$ cat src/design/rgbrle_pkg.sv
`timescale 1ns / 1ps

package rgbrle_pkg;

    // configured frame limits, already clamped to the build maximums
    typedef struct packed {
        logic [17:0] frame_pixels;
        logic [19:0] stream_bytes;
    } rgbrle_cfg_t;

    // one result: pixel segment or final frame status
    typedef struct packed {
        logic        kind;
        logic        status;
        logic [15:0] pixel_value;
        logic [16:0] start_index;
        logic [15:0] repeat_count;
        logic        frame_done;
    } rgbrle_result_t;

    localparam logic KIND_SEGMENT = 1'b0;
    localparam logic KIND_STATUS  = 1'b1;

    localparam logic STATUS_OK  = 1'b0;
    localparam logic STATUS_ERR = 1'b1;

    // result queue between the decoder and the output port
    localparam int OUTQ_DEPTH = 4;
    localparam int OUTQ_AW    = $clog2(OUTQ_DEPTH);
    localparam int OUTQ_CW    = $clog2(OUTQ_DEPTH + 1);

endpackage

$ cat src/design/rgbrle_decode.sv
`timescale 1ns / 1ps

module rgbrle_decode
(
    input  logic                       clk,
    input  logic                       rst_n,
    input  logic                       restart,
    input  rgbrle_pkg::rgbrle_cfg_t    cfg,
    input  logic                       take,
    input  logic [7:0]                 data_byte,
    output logic                       seg_valid,
    output rgbrle_pkg::rgbrle_result_t seg,
    output logic                       stat_valid,
    output rgbrle_pkg::rgbrle_result_t stat
);

    localparam logic [2:0] PH_CTRL_LO = 3'd0;
    localparam logic [2:0] PH_CTRL_HI = 3'd1;
    localparam logic [2:0] PH_PIX_LO  = 3'd2;
    localparam logic [2:0] PH_PIX_HI  = 3'd3;
    localparam logic [2:0] PH_SWALLOW = 3'd4;

    logic [2:0]  phase_reg, phase_next;
    logic [7:0]  hold_reg, hold_next;
    logic        run_reg, run_next;
    logic [15:0] left_reg, left_next;
    logic [17:0] idx_reg, idx_next;
    logic [19:0] taken_reg, taken_next;

    logic [19:0] taken_inc;
    logic [15:0] ctrl_word;
    logic [15:0] count;
    logic [19:0] bytes_left;
    logic [16:0] need;
    logic [17:0] pix_owed;
    logic [15:0] pix_word;
    logic [17:0] idx_after;
    logic [15:0] left_after;
    logic        fin;
    logic        fin_ok;

    always_comb
    begin
        taken_inc  = taken_reg + 20'd1;
        ctrl_word  = {data_byte, hold_reg};
        count      = {1'b0, ctrl_word[14:0]} + 16'd1;
        bytes_left = cfg.stream_bytes - taken_inc;
        need       = ctrl_word[15] ? 17'd2 : {count, 1'b0};
        pix_owed   = cfg.frame_pixels - idx_reg;
        pix_word   = {data_byte, hold_reg};
        idx_after  = run_reg ? (idx_reg + {2'd0, left_reg}) : (idx_reg + 18'd1);
        left_after = run_reg ? 16'd0 : (left_reg - 16'd1);

        phase_next = phase_reg;
        hold_next  = hold_reg;
        run_next   = run_reg;
        left_next  = left_reg;
        idx_next   = idx_reg;
        taken_next = taken_reg;
        fin        = 1'b0;
        fin_ok     = 1'b0;

        seg_valid        = 1'b0;
        seg.kind         = rgbrle_pkg::KIND_SEGMENT;
        seg.status       = rgbrle_pkg::STATUS_OK;
        seg.pixel_value  = pix_word;
        seg.start_index  = idx_reg[16:0];
        seg.repeat_count = run_reg ? left_reg : 16'd1;
        seg.frame_done   = 1'b0;

        stat_valid        = 1'b0;
        stat.kind         = rgbrle_pkg::KIND_STATUS;
        stat.status       = rgbrle_pkg::STATUS_ERR;
        stat.pixel_value  = '0;
        stat.start_index  = '0;
        stat.repeat_count = '0;
        stat.frame_done   = 1'b1;

        if (phase_reg == PH_SWALLOW)
        begin
            taken_next = taken_inc;
            if (taken_inc >= cfg.stream_bytes)
            begin
                phase_next = PH_CTRL_LO;
                hold_next  = '0;
                run_next   = 1'b0;
                left_next  = '0;
                idx_next   = '0;
                taken_next = '0;
            end
        end
        else if (taken_reg >= cfg.stream_bytes)
        begin
            // empty stream: byte dropped, verdict of an empty frame
            stat_valid  = 1'b1;
            stat.status = (cfg.frame_pixels == 18'd0) ? rgbrle_pkg::STATUS_OK
                                                      : rgbrle_pkg::STATUS_ERR;
            phase_next  = PH_CTRL_LO;
            hold_next   = '0;
            run_next    = 1'b0;
            left_next   = '0;
            idx_next    = '0;
            taken_next  = '0;
        end
        else
        begin
            taken_next = taken_inc;
            unique case (phase_reg)
                PH_CTRL_LO:
                begin
                    if (idx_reg >= cfg.frame_pixels)
                    begin
                        fin = 1'b1;
                    end
                    else
                    begin
                        hold_next = data_byte;
                        if (taken_inc >= cfg.stream_bytes)
                        begin
                            fin = 1'b1;
                        end
                        else
                        begin
                            phase_next = PH_CTRL_HI;
                        end
                    end
                end
                PH_CTRL_HI:
                begin
                    run_next = ctrl_word[15];
                    if (({2'd0, count} > pix_owed) || ({3'd0, need} > bytes_left))
                    begin
                        fin = 1'b1;
                    end
                    else
                    begin
                        left_next  = count;
                        phase_next = PH_PIX_LO;
                    end
                end
                PH_PIX_LO:
                begin
                    hold_next  = data_byte;
                    phase_next = PH_PIX_HI;
                end
                PH_PIX_HI:
                begin
                    seg_valid = 1'b1;
                    idx_next  = idx_after;
                    left_next = left_after;
                    if (left_after != 16'd0)
                    begin
                        phase_next = PH_PIX_LO;
                    end
                    else if (idx_after >= cfg.frame_pixels)
                    begin
                        fin    = 1'b1;
                        fin_ok = (taken_inc == cfg.stream_bytes);
                    end
                    else if (taken_inc >= cfg.stream_bytes)
                    begin
                        fin = 1'b1;
                    end
                    else
                    begin
                        phase_next = PH_CTRL_LO;
                    end
                end
                default:
                begin
                    phase_next = PH_CTRL_LO;
                end
            endcase

            if (fin)
            begin
                stat_valid  = 1'b1;
                stat.status = fin_ok ? rgbrle_pkg::STATUS_OK : rgbrle_pkg::STATUS_ERR;
                if (taken_inc < cfg.stream_bytes)
                begin
                    phase_next = PH_SWALLOW;
                end
                else
                begin
                    phase_next = PH_CTRL_LO;
                    hold_next  = '0;
                    run_next   = 1'b0;
                    left_next  = '0;
                    idx_next   = '0;
                    taken_next = '0;
                end
            end
        end
    end

    always_ff @(posedge clk or negedge rst_n)
    begin
        if (!rst_n)
        begin
            phase_reg <= PH_CTRL_LO;
            hold_reg  <= '0;
            run_reg   <= 1'b0;
            left_reg  <= '0;
            idx_reg   <= '0;
            taken_reg <= '0;
        end
        else if (restart)
        begin
            phase_reg <= PH_CTRL_LO;
            hold_reg  <= '0;
            run_reg   <= 1'b0;
            left_reg  <= '0;
            idx_reg   <= '0;
            taken_reg <= '0;
        end
        else if (take)
        begin
            phase_reg <= phase_next;
            hold_reg  <= hold_next;
            run_reg   <= run_next;
            left_reg  <= left_next;
            idx_reg   <= idx_next;
            taken_reg <= taken_next;
        end
    end

endmodule

$ cat src/design/rgb565_rle_stream_decoder_top.sv
`timescale 1ns / 1ps

// rgb565 run-length stream decoder. takes the compressed frame one byte per
// cycle on the in_valid/in_ready channel and turns each decoded pixel into a
// segment request (pixel_value, start_index, repeat_count) on the out channel,
// closing every frame with exactly one status request (kind 1, frame_done 1,
// status 0 ok / 1 size error). a byte is decoded in the cycle it is accepted;
// each byte gives at most two requests, which go into a four-entry result
// queue, so in_ready drops only while fewer than two queue slots are free.
// with out_ready held high the block sustains one byte per clock; a byte's
// results are registered in the queue behind any unpopped entries. the user
// must write frame_pixels (addr 0) and stream_bytes (addr 4) over apb only
// while the block is idle, not enforced here; any write restarts the decoder.
module rgb565_rle_stream_decoder_top
#(
    parameter int MAX_PIXELS       = 131072,
    parameter int MAX_STREAM_BYTES = 1048576
)
(
    input  logic        clk,
    input  logic        rst_n,

    // apb register port
    input  logic        psel,
    input  logic        penable,
    input  logic        pwrite,
    input  logic [2:0]  paddr,
    input  logic [31:0] pwdata,
    output logic [31:0] prdata,
    output logic        pready,

    // compressed byte stream
    input  logic        in_valid,
    output logic        in_ready,
    input  logic [7:0]  data_byte,

    // decoded segment / status requests
    output logic        out_valid,
    input  logic        out_ready,
    output logic        kind,
    output logic        status,
    output logic [15:0] pixel_value,
    output logic [16:0] start_index,
    output logic [15:0] repeat_count,
    output logic        frame_done
);

    // register select on paddr[2]
    localparam logic REG_FRAME_PIXELS = 1'b0;
    localparam logic REG_STREAM_BYTES = 1'b1;

    // clamp values for oversized register contents
    localparam logic [17:0] PIX_CAP  = (MAX_PIXELS > 262143) ? 18'h3ffff
                                                             : 18'(MAX_PIXELS);
    localparam logic [19:0] BYTE_CAP = (MAX_STREAM_BYTES > 1048575) ? 20'hfffff
                                                                    : 20'(MAX_STREAM_BYTES);
    localparam logic [17:0] FP_RESET     = 18'd129600;
    localparam logic [17:0] FP_EFF_RESET = (129600 > MAX_PIXELS) ? PIX_CAP : FP_RESET;

    logic [17:0] frame_pixels_reg;
    logic [19:0] stream_bytes_reg;
    rgbrle_pkg::rgbrle_cfg_t cfg_reg;

    logic        wr_en;
    logic        take;
    logic [17:0] fp_wr;
    logic [19:0] sb_wr;

    logic                       seg_valid;
    rgbrle_pkg::rgbrle_result_t seg;
    logic                       stat_valid;
    rgbrle_pkg::rgbrle_result_t stat;

    rgbrle_pkg::rgbrle_result_t          q_mem [rgbrle_pkg::OUTQ_DEPTH];
    logic [rgbrle_pkg::OUTQ_AW-1:0]      wp_reg;
    logic [rgbrle_pkg::OUTQ_AW-1:0]      rp_reg;
    logic [rgbrle_pkg::OUTQ_CW-1:0]      cnt_reg;
    logic [rgbrle_pkg::OUTQ_CW-1:0]      push_n;
    logic                                pop;
    rgbrle_pkg::rgbrle_result_t          head;

    // ---------------------------------------------------------------
    // configuration registers
    // ---------------------------------------------------------------
    assign pready = 1'b1;
    assign wr_en  = psel & penable & pwrite;
    assign fp_wr  = pwdata[17:0];
    assign sb_wr  = pwdata[19:0];

    always_ff @(posedge clk or negedge rst_n)
    begin
        if (!rst_n)
        begin
            frame_pixels_reg     <= FP_RESET;
            stream_bytes_reg     <= '0;
            cfg_reg.frame_pixels <= FP_EFF_RESET;
            cfg_reg.stream_bytes <= '0;
        end
        else if (wr_en)
        begin
            unique case (paddr[2])
                REG_FRAME_PIXELS:
                begin
                    frame_pixels_reg     <= fp_wr;
                    // clamp once here so the decoder sees the effective limit
                    cfg_reg.frame_pixels <= ({14'd0, fp_wr} > 32'(MAX_PIXELS)) ? PIX_CAP
                                                                              : fp_wr;
                end
                REG_STREAM_BYTES:
                begin
                    stream_bytes_reg     <= sb_wr;
                    cfg_reg.stream_bytes <= ({12'd0, sb_wr} > 32'(MAX_STREAM_BYTES))
                                            ? BYTE_CAP : sb_wr;
                end
                default:
                begin
                    frame_pixels_reg <= frame_pixels_reg;
                end
            endcase
        end
    end

    always_comb
    begin
        unique case (paddr[2])
            REG_FRAME_PIXELS: prdata = {14'd0, frame_pixels_reg};
            REG_STREAM_BYTES: prdata = {12'd0, stream_bytes_reg};
            default:          prdata = '0;
        endcase
    end

    // ---------------------------------------------------------------
    // decoder: one byte per accepted request
    // ---------------------------------------------------------------
    assign take = in_valid & in_ready;

    rgbrle_decode u_decode
    (
        .clk        (clk),
        .rst_n      (rst_n),
        .restart    (wr_en),
        .cfg        (cfg_reg),
        .take       (take),
        .data_byte  (data_byte),
        .seg_valid  (seg_valid),
        .seg        (seg),
        .stat_valid (stat_valid),
        .stat       (stat)
    );

    // ---------------------------------------------------------------
    // result queue: segment first, then status when a byte gives both
    // ---------------------------------------------------------------
    assign in_ready = (cnt_reg <= rgbrle_pkg::OUTQ_CW'(rgbrle_pkg::OUTQ_DEPTH - 2));
    assign out_valid = (cnt_reg != '0);
    assign pop       = out_valid & out_ready;
    assign push_n    = take ? (rgbrle_pkg::OUTQ_CW'(seg_valid) +
                               rgbrle_pkg::OUTQ_CW'(stat_valid)) : '0;

    always_ff @(posedge clk)
    begin
        if (take && seg_valid)
        begin
            q_mem[wp_reg] <= seg;
        end
        if (take && stat_valid)
        begin
            q_mem[seg_valid ? (wp_reg + 1'b1) : wp_reg] <= stat;
        end
    end

    always_ff @(posedge clk or negedge rst_n)
    begin
        if (!rst_n)
        begin
            wp_reg  <= '0;
            rp_reg  <= '0;
            cnt_reg <= '0;
        end
        else
        begin
            wp_reg  <= wp_reg + rgbrle_pkg::OUTQ_AW'(push_n);
            rp_reg  <= rp_reg + rgbrle_pkg::OUTQ_AW'(pop);
            cnt_reg <= cnt_reg + push_n - rgbrle_pkg::OUTQ_CW'(pop);
        end
    end

    assign head         = q_mem[rp_reg];
    assign kind         = head.kind;
    assign status       = head.status;
    assign pixel_value  = head.pixel_value;
    assign start_index  = head.start_index;
    assign repeat_count = head.repeat_count;
    assign frame_done   = head.frame_done;

endmodule
$ cat config.mk
export PLATFORM = sky130hd
export DESIGN_NAME = rgb565_rle_stream_decoder_top
export DESIGN_NICKNAME = d
export VERILOG_FILES = /design/src/design/rgbrle_pkg.sv /design/src/design/rgbrle_decode.sv /design/src/design/rgb565_rle_stream_decoder_top.sv
export SDC_FILE = /design/constraint.sdc
export NUM_CORES = 1
export LEC_CHECK = 0
export ABC_AREA = 1
export CORE_ASPECT_RATIO = 0.6
export CORE_MARGIN = 4
export CORE_UTILIZATION = 40
export CTS_CLUSTER_SIZE = 25
export DETAILED_ROUTE_END_ITERATION = 12
export DONT_BUFFER_PORTS = 1
export PLACE_DENSITY = 0.58
export SLEW_MARGIN = 40
export SYNTH_ARGS = -nofsm -noshare
export SYNTH_HDL_FRONTEND = slang
export SYNTH_SLANG_ARGS = --single-unit
$ cat constraint.sdc
create_clock -name clk -period 10.4 [get_ports clk]
set_input_delay 2.6 -clock clk [delete_from_list [all_inputs] [get_ports clk]]
set_output_delay 2.6 -clock clk [all_outputs]
set_load 0.02 [all_outputs]
**Word level (Yosys, flattened, before mapping)**

Memories as Yosys holds them, arrays and structs flattened.
Cells that the tools add are included.

- Add/sub/neg operators: 13
- Multipliers: 0
- Div/mod/pow operators: 0
- $lt $le $gt $ge: 9
- Equality and inequality tests: 11
- Shift operators: 0
- Mux-type cells: 91
- Bitwise logic cells: 5
- Reduce and logical (&&, ||, !) cells: 12

Operators with widths:

| operator | count |
|---|---|
| 2-to-1 mux 18 bit | 10 |
| 2-to-1 mux 16 bit | 10 |
| 2-to-1 mux 20 bit | 7 |
| 2-to-1 mux 8 bit | 8 |
| case mux 32 bit (2 select lines) | 1 |
| greater-or-equal comparator 20 bit | 2 |
| 2-to-1 mux 3 bit | 13 |
| greater-or-equal comparator 18 bit | 2 |
| 2-to-1 mux 1 bit | 35 |
| case mux 16 bit (2 select lines) | 1 |
| adder 20 x 1 -> 20 bit, second input constant | 1 |
| == test 20 bit | 1 |
| greater-than comparator 17 x 20 -> 1 bit | 1 |
| < comparator 20 bit | 1 |
| subtractor 20 bit | 1 |
| adder 18 x 1 -> 18 bit, second input constant | 1 |
| adder 18 x 16 -> 18 bit | 1 |
| greater-than comparator 16 x 18 -> 1 bit | 1 |
| greater-than comparator 18 bit, second input constant | 1 |
| zero test 18 bit | 1 |
| subtractor 18 bit | 1 |
| 2-to-1 mux 17 bit | 1 |
| adder 15 x 1 -> 16 bit, second input constant | 1 |
| case mux 8 bit (2 select lines) | 1 |
| 29 further kinds | 38 |

- Register bits: 129
- Bits in latches: 0
- Memory bits (writable): 208
- Bits in read-only memories: 0
- Logic and storage cells: 154
- Memories kept: 1

Memories:

| name | words | width | rd ports | clocked after memory_dff | write ports | line | RTL |
|---|---|---|---|---|---|---|---|
| q_mem | 4 | 52 | 1 | 0 | 2 | rgb565_rle_stream_decoder_top.sv:74 | `rgbrle_pkg::rgbrle_result_t q_mem [rgbrle_pkg::OUTQ_DEPTH];` |

**Depth between registers and ports, before layout**

- Depth after elaboration: 15
- Gate-level depth with buffers: 41
- Gate-level depth less buffers: 41

**Cells and area by module**

From an unflattened synthesis, not the netlist that was laid out.

- Cell total of the unflattened synthesis: 3077
- Area total of the unflattened synthesis: 23785.3 µm²

By module, submodules not included:

| module | instances | cells each | area an instance (µm²) | seq. area each (µm²) |
|---|---|---|---|---|
| rgb565_rle_stream_decoder_top | 1 | 1388 | 13165.1 | 7842.5 |
| rgbrle_decode | 1 | 1689 | 10620.2 | 1651.6 |

**Worst setup path before layout**

OpenSTA, ideal clock, no wires.

- Path type: input to register
- Start: input data_byte[0]
- End: register cnt_reg[2] in the netlist's numbering
- Arrival: 6301 ps
- Path slack: 3970 ps
- Cell stages on the path: 30
- Path through: clkbuf_1 -> inv_1 -> nor4_1 -> nand3_1 -> xor2_1 -> nor2_1 -> ha_1 -> nand2_1 -> inv_1 -> o21ai_0 -> nand2_1 -> a21oi_1 -> nand2_1 -> nand3_1 -> nor2_2 -> nand2_4 -> nand2_4 -> nand2_2 -> nand3_4 -> nand2_1 -> inv_1 -> ha_1 -> nand2_1 -> ha_1 -> inv_1 -> ha_1 -> inv_1 -> fa_1 -> xnor2_1 -> xor2_1

- Longest elaborated chain between the ends: 15

RTL lines:

| element | line | RTL |
|---|---|---|
| start, declared | rgb565_rle_stream_decoder_top.sv:35 | `input logic [7:0] data_byte,` |
| adder 15 x 1 -> 16 bit * | rgbrle_decode.sv:46 | `count = {1'b0, ctrl_word[14:0]} + 16'd1;` |
| 2-to-1 mux 17 bit | rgbrle_decode.sv:48 | `need = ctrl_word[15] ? 17'd2 : {count, 1'b0};` |
| greater-than comparator 17 x 20 -> 1 bit | rgbrle_decode.sv:131 | `if (({2'd0, count} > pix_owed) \|\| ({3'd0, need} > bytes_left))` |
| logical OR 1 bit * | rgbrle_decode.sv:131 |  |
| 2-to-1 mux 1 bit * | rgbrle_decode.sv:131 |  |
| case mux 1 bit (3 select lines) * | rgbrle_decode.sv:108 | `unique case (phase_reg)` |
| 2-to-1 mux 1 bit * | rgbrle_decode.sv:92 | `else if (taken_reg >= cfg.stream_bytes)` |
| 2-to-1 mux 1 bit * | rgbrle_decode.sv:79 | `if (phase_reg == PH_SWALLOW)` |
| 2-to-1 mux 1 bit * | rgbrle_decode.sv:175 | `if (fin)` |
| 2-to-1 mux 1 bit * | rgbrle_decode.sv:92 |  |
| 2-to-1 mux 1 bit * | rgbrle_decode.sv:79 |  |
| adder 1 x 1 -> 2 bit * | rgb565_rle_stream_decoder_top.sv:157 | `assign push_n = take ? (rgbrle_pkg::OUTQ_CW'(seg_valid) +` |
| 2-to-1 mux 2 bit * | rgb565_rle_stream_decoder_top.sv:157 |  |
| adder 3 x 2 -> 3 bit * | rgb565_rle_stream_decoder_top.sv:184 | `cnt_reg <= cnt_reg + push_n - rgbrle_pkg::OUTQ_CW'(pop);` |
| subtractor 3 x 1 -> 3 bit * | rgb565_rle_stream_decoder_top.sv:184 |  |
| end signal, assigned | rgb565_rle_stream_decoder_top.sv:184 |  |
| end, declared | rgb565_rle_stream_decoder_top.sv:77 | `logic [rgbrle_pkg::OUTQ_CW-1:0] cnt_reg;` |

Mark *: on every way between the ends. The rest lies on a longest branch, timed or not. The select of a mux whose other input is x is not followed.
A chain may end at the register's enable or synchronous reset.

**Worst setup path after layout**

- Start: register u_decode.run_reg
- End: register cnt_reg[2] in the netlist's numbering

- Longest elaborated chain between the ends: 14

RTL lines:

| element | line | RTL |
|---|---|---|
| start, declared | rgbrle_decode.sv:25 | `logic run_reg, run_next;` |
| start signal, assigned | rgbrle_decode.sv:220 | `run_reg <= run_next;` |
| 2-to-1 mux 18 bit | rgbrle_decode.sv:51 | `idx_after = run_reg ? (idx_reg + {2'd0, left_reg}) : (idx_reg + 18'd1);` |
| greater-or-equal comparator 18 bit | rgbrle_decode.sv:155 | `else if (idx_after >= cfg.frame_pixels)` |
| 2-to-1 mux 1 bit | rgbrle_decode.sv:155 |  |
| 2-to-1 mux 1 bit * | rgbrle_decode.sv:151 | `if (left_after != 16'd0)` |
| case mux 1 bit (3 select lines) * | rgbrle_decode.sv:108 |  |
| 2-to-1 mux 1 bit * | rgbrle_decode.sv:92 |  |
| 2-to-1 mux 1 bit * | rgbrle_decode.sv:79 |  |
| 2-to-1 mux 1 bit * | rgbrle_decode.sv:175 |  |
| 2-to-1 mux 1 bit * | rgbrle_decode.sv:92 |  |
| 2-to-1 mux 1 bit * | rgbrle_decode.sv:79 |  |
| adder 1 x 1 -> 2 bit * | rgb565_rle_stream_decoder_top.sv:157 |  |
| 2-to-1 mux 2 bit * | rgb565_rle_stream_decoder_top.sv:157 |  |
| adder 3 x 2 -> 3 bit * | rgb565_rle_stream_decoder_top.sv:184 |  |
| subtractor 3 x 1 -> 3 bit * | rgb565_rle_stream_decoder_top.sv:184 |  |

Marked as above.

==> run summary <==
run status = finished clean
Final Max Tran Viols = 0
type of the worst setup path = register to register
Via Count = 21.04k
dominant register cell in the synthesized netlist = dfxtp_1
Final Power = 6.544 mW
Gates resized, CTS repair = 0
number of buffers added to fix hold violations after cts = 0
combined global-route utilization of all metal layers = 24.32%
total wirelength of the detailed-routed design = 72,380 µm
unrepaired setup endpoints after global routing = no
largest area contributor in the synthesized netlist = dfxtp_1
hold slack final = 0.4539 ns
Clock Sinks = 333
post-synth cell types = 55
number of nets in the final layout = 3,364
average wire per cell in the routed design = 18.49 µm
die outline area = 58,770 µm²
vertical extent of the die = 189.4 µm
Layout Skew = 0.03132 ns
number of top-level pins = 137
fillers = 5,523
share of layout cells above drive strength 1 = 6.092%
register bit count reported by yosys = 333
clock network power share = 20.9%
DRC violations left = 0
Pleak = 12.14 nW
number of search-and-repair iterations in the first detailed-routing pass = 6
sequential cell fraction of total power = 27.1%
cell with the biggest individual delay on the critical path = dfrtp_1
number of buffers between clock root and the deepest sink = 3
Arr. time, crit path = 7.54 ns
PortBufs = 0
number of antenna violations at the first check in global routing = 1
most frequent CP cell = nand2_1
top fanout value on the critical path = 18
required time at the endpoint of the critical path = 10.87 ns
antenna cells = 0
Worst Hold Class = register to register
most instantiated library cell after synthesis = nand2_1
Clock H-tree levels = 2
area of the mapped netlist = 21,930 µm²
Mapped Cells = 3,260
number of global-route vias before repair = 19.33k
power share of the combinational group = 52.0%
fraction of power spent switching nets = 49.50%
number of flip-flops under the largest register name = 204
power dissipated by switching net loads = 3.239 mW
Initial Utilization = 40.49%
Fin Setup TNS = 0 ns
floorplan core area = 54,170 µm²
highest ir drop seen on vdd = 0.0001871 V
area added between synthesis and finish = 7.626%
antenna-violating nets left = 0
Worst Max-Slew Pin Slew = 0.8293 ns
total setup buffers inserted after CTS = 0
Site Rows = 66
GRT Residual Overflow = 0
Power Dens Cells = 277.2 nW/µm²
Tmin final = 7.067 ns
average size of a mapped cell = 6.728 µm²
largest net degree at the start of global routing = 130
final-report setup violation count = 0
Fmax achieved = 141.5 MHz
1st-iter DRT viols = 2,069
Max-Slew Margin vs Limit = 44.53%
routability congestion estimate = 0.9325
Max Cap Viol = 0
ranking of synthesized cells by instance count = 892 x nand2_1, 440 x inv_1, 428 x o21ai_0
Final Hold Viols = 0
Synth async-reset ratio = 38.74%
share of the clock period used by the worst path after layout = 67.95%
cell internal power dissipation = 3.305 mW
largest incremental delay on the critical path = 0.79 ns
number of flops mapped to enable cells by yosys = 4
Clock Root Buffer = clkbuf_16
share of the yosys chip area belonging to registers = 33.61%
leading post-synthesis cells by cell area = dfxtp_1 18%, nand2_1 15%, dfrtp_1 13%
yosys synthesis warning count = 0
first-pass GRT wire length = 112,900 µm
top cell type's share of synthesized area = 18.25%
per-cell via count in the routed design = 5.375
crit path launch type = register
detailed placer's ending HPWL = 51,140 µm
TritonCTS buffer count = 36
insertion delay of the later-clocked pin in the worst-skew pair = 0.57 ns
TritonCTS clock tree = built
type of element capturing the critical path = register
Worst-path clk slew = 0.06 ns
overall die width = 310.3 µm
==> worst max-delay path: cells and delay by family (launching register included) <==
family,cells,cell delay [ns]
DFF,1,0.79
xor gates and xnor gates,3,0.58
AOI/OAI and AO/OA,4,0.89
buffers and inverters,6,0.30
and+or+nand+nor,14,2.17
adders and majority gates,7,2.24
==> power groups by stage <==
stage / clock network (mW) / registers (mW) / logic [mW]
global route: 1.45 / 1.80 / 3.79
floorplan: 0 / 1.68 / 2.52
CTS: 1.40 / 1.76 / 3.35
global placement: 0 / 1.78 / 3.26
finish: 1.37 / 1.77 / 3.41
detailed placement: 0 / 1.78 / 3.34
==> worst paths after layout <==
check,startpoint,endpoint,slack (ns),cells after the start
setup / recovery,u_decode.run_reg,cnt_reg[2],3.33,34
hold / removal,q_mem[0][0],q_mem[0][0],0.45,2
setup reg to reg,u_decode.run_reg,cnt_reg[2],3.33,34
hold reg to reg,q_mem[0][0],q_mem[0][0],0.45,2
max in group asynchronous,rst_n,frame_pixels_reg[14],8.35,0
min in group asynchronous,rst_n,u_decode.taken_reg[14],1.74,0
==> cell usage in the layout (no fill, tap or decap), drive strengths merged <==
cell	n
ha	137
a21oi	100
clkinvlp	1
a211oi	18
bufinv	4
buf	19
o21bai	7
o22ai	68
nor3	24
o21a	2
fa	4
xor2	51
dfrtp	113
dfxtp	200
mux2	4
and2	1
nand4	33
a21o	8
and3	2
o211ai	2
a41oi	1
o31ai	2
nor3b	1
clkinv	13
xnor2	25
edfxtp	4
inv	476
o21ai	454
conb	13
a21boi	3
a31oi	10
nor4	8
dfstp	16
nor2	271
nand2	905
or2	4
nand3	148
clkbuf	47
nand3b	2
==> stage by stage <==
step                      instance area, µm²  setup slack [ns]  utilization (%)  instances
after floorplan                        21980             3.970                -       3271
after global placement                 22190             3.203            40.97       3841
after detailed placement               22390             3.133            41.32       3849
after CTS                              23600             3.492            43.57       3915
after global routing                   23610             2.983            43.58       3915
final                                  23610             3.333            43.58       3915
==> layer usage <==
metal  vias to the layer above  routed length [µm]  GRT usage (%)
met4                         2                1792          6.368
met3                       111                6774          5.993
met5                         -                  20              0
met2                       818               28480          33.68
met1                      9859               35310          37.14
li1                      10250                   -              -
==> cell type report <==
class | instances | area [µm²] | area share, %
well taps | 714 | 893.4 | 3.784
flip-flops and latches | 333 | 7373 | 31.23
clock buffers | 47 | 982.2 | 4.160
multi-input cells | 2308 | 12070 | 51.14
clock inverters | 19 | 234.0 | 0.9911
inverters | 475 | 1788 | 7.574
repair buffers | 19 | 262.8 | 1.113
==> kinds of logic after synthesis <==
group	Yosys count	share of synthesized area [%]
multiplexers	4	0.2053
other	2	0.03424
adder cells (fa/ha/maj)	141	8.180
XOR/XNOR	76	3.035
flip-flops	333	33.61
AO/OA/AOI/OAI	675	16.53
AND/OR/NAND/NOR	1399	26.55
buffers and inverters	630	11.86
No activity file was read; power rests on OpenSTA's default activity.
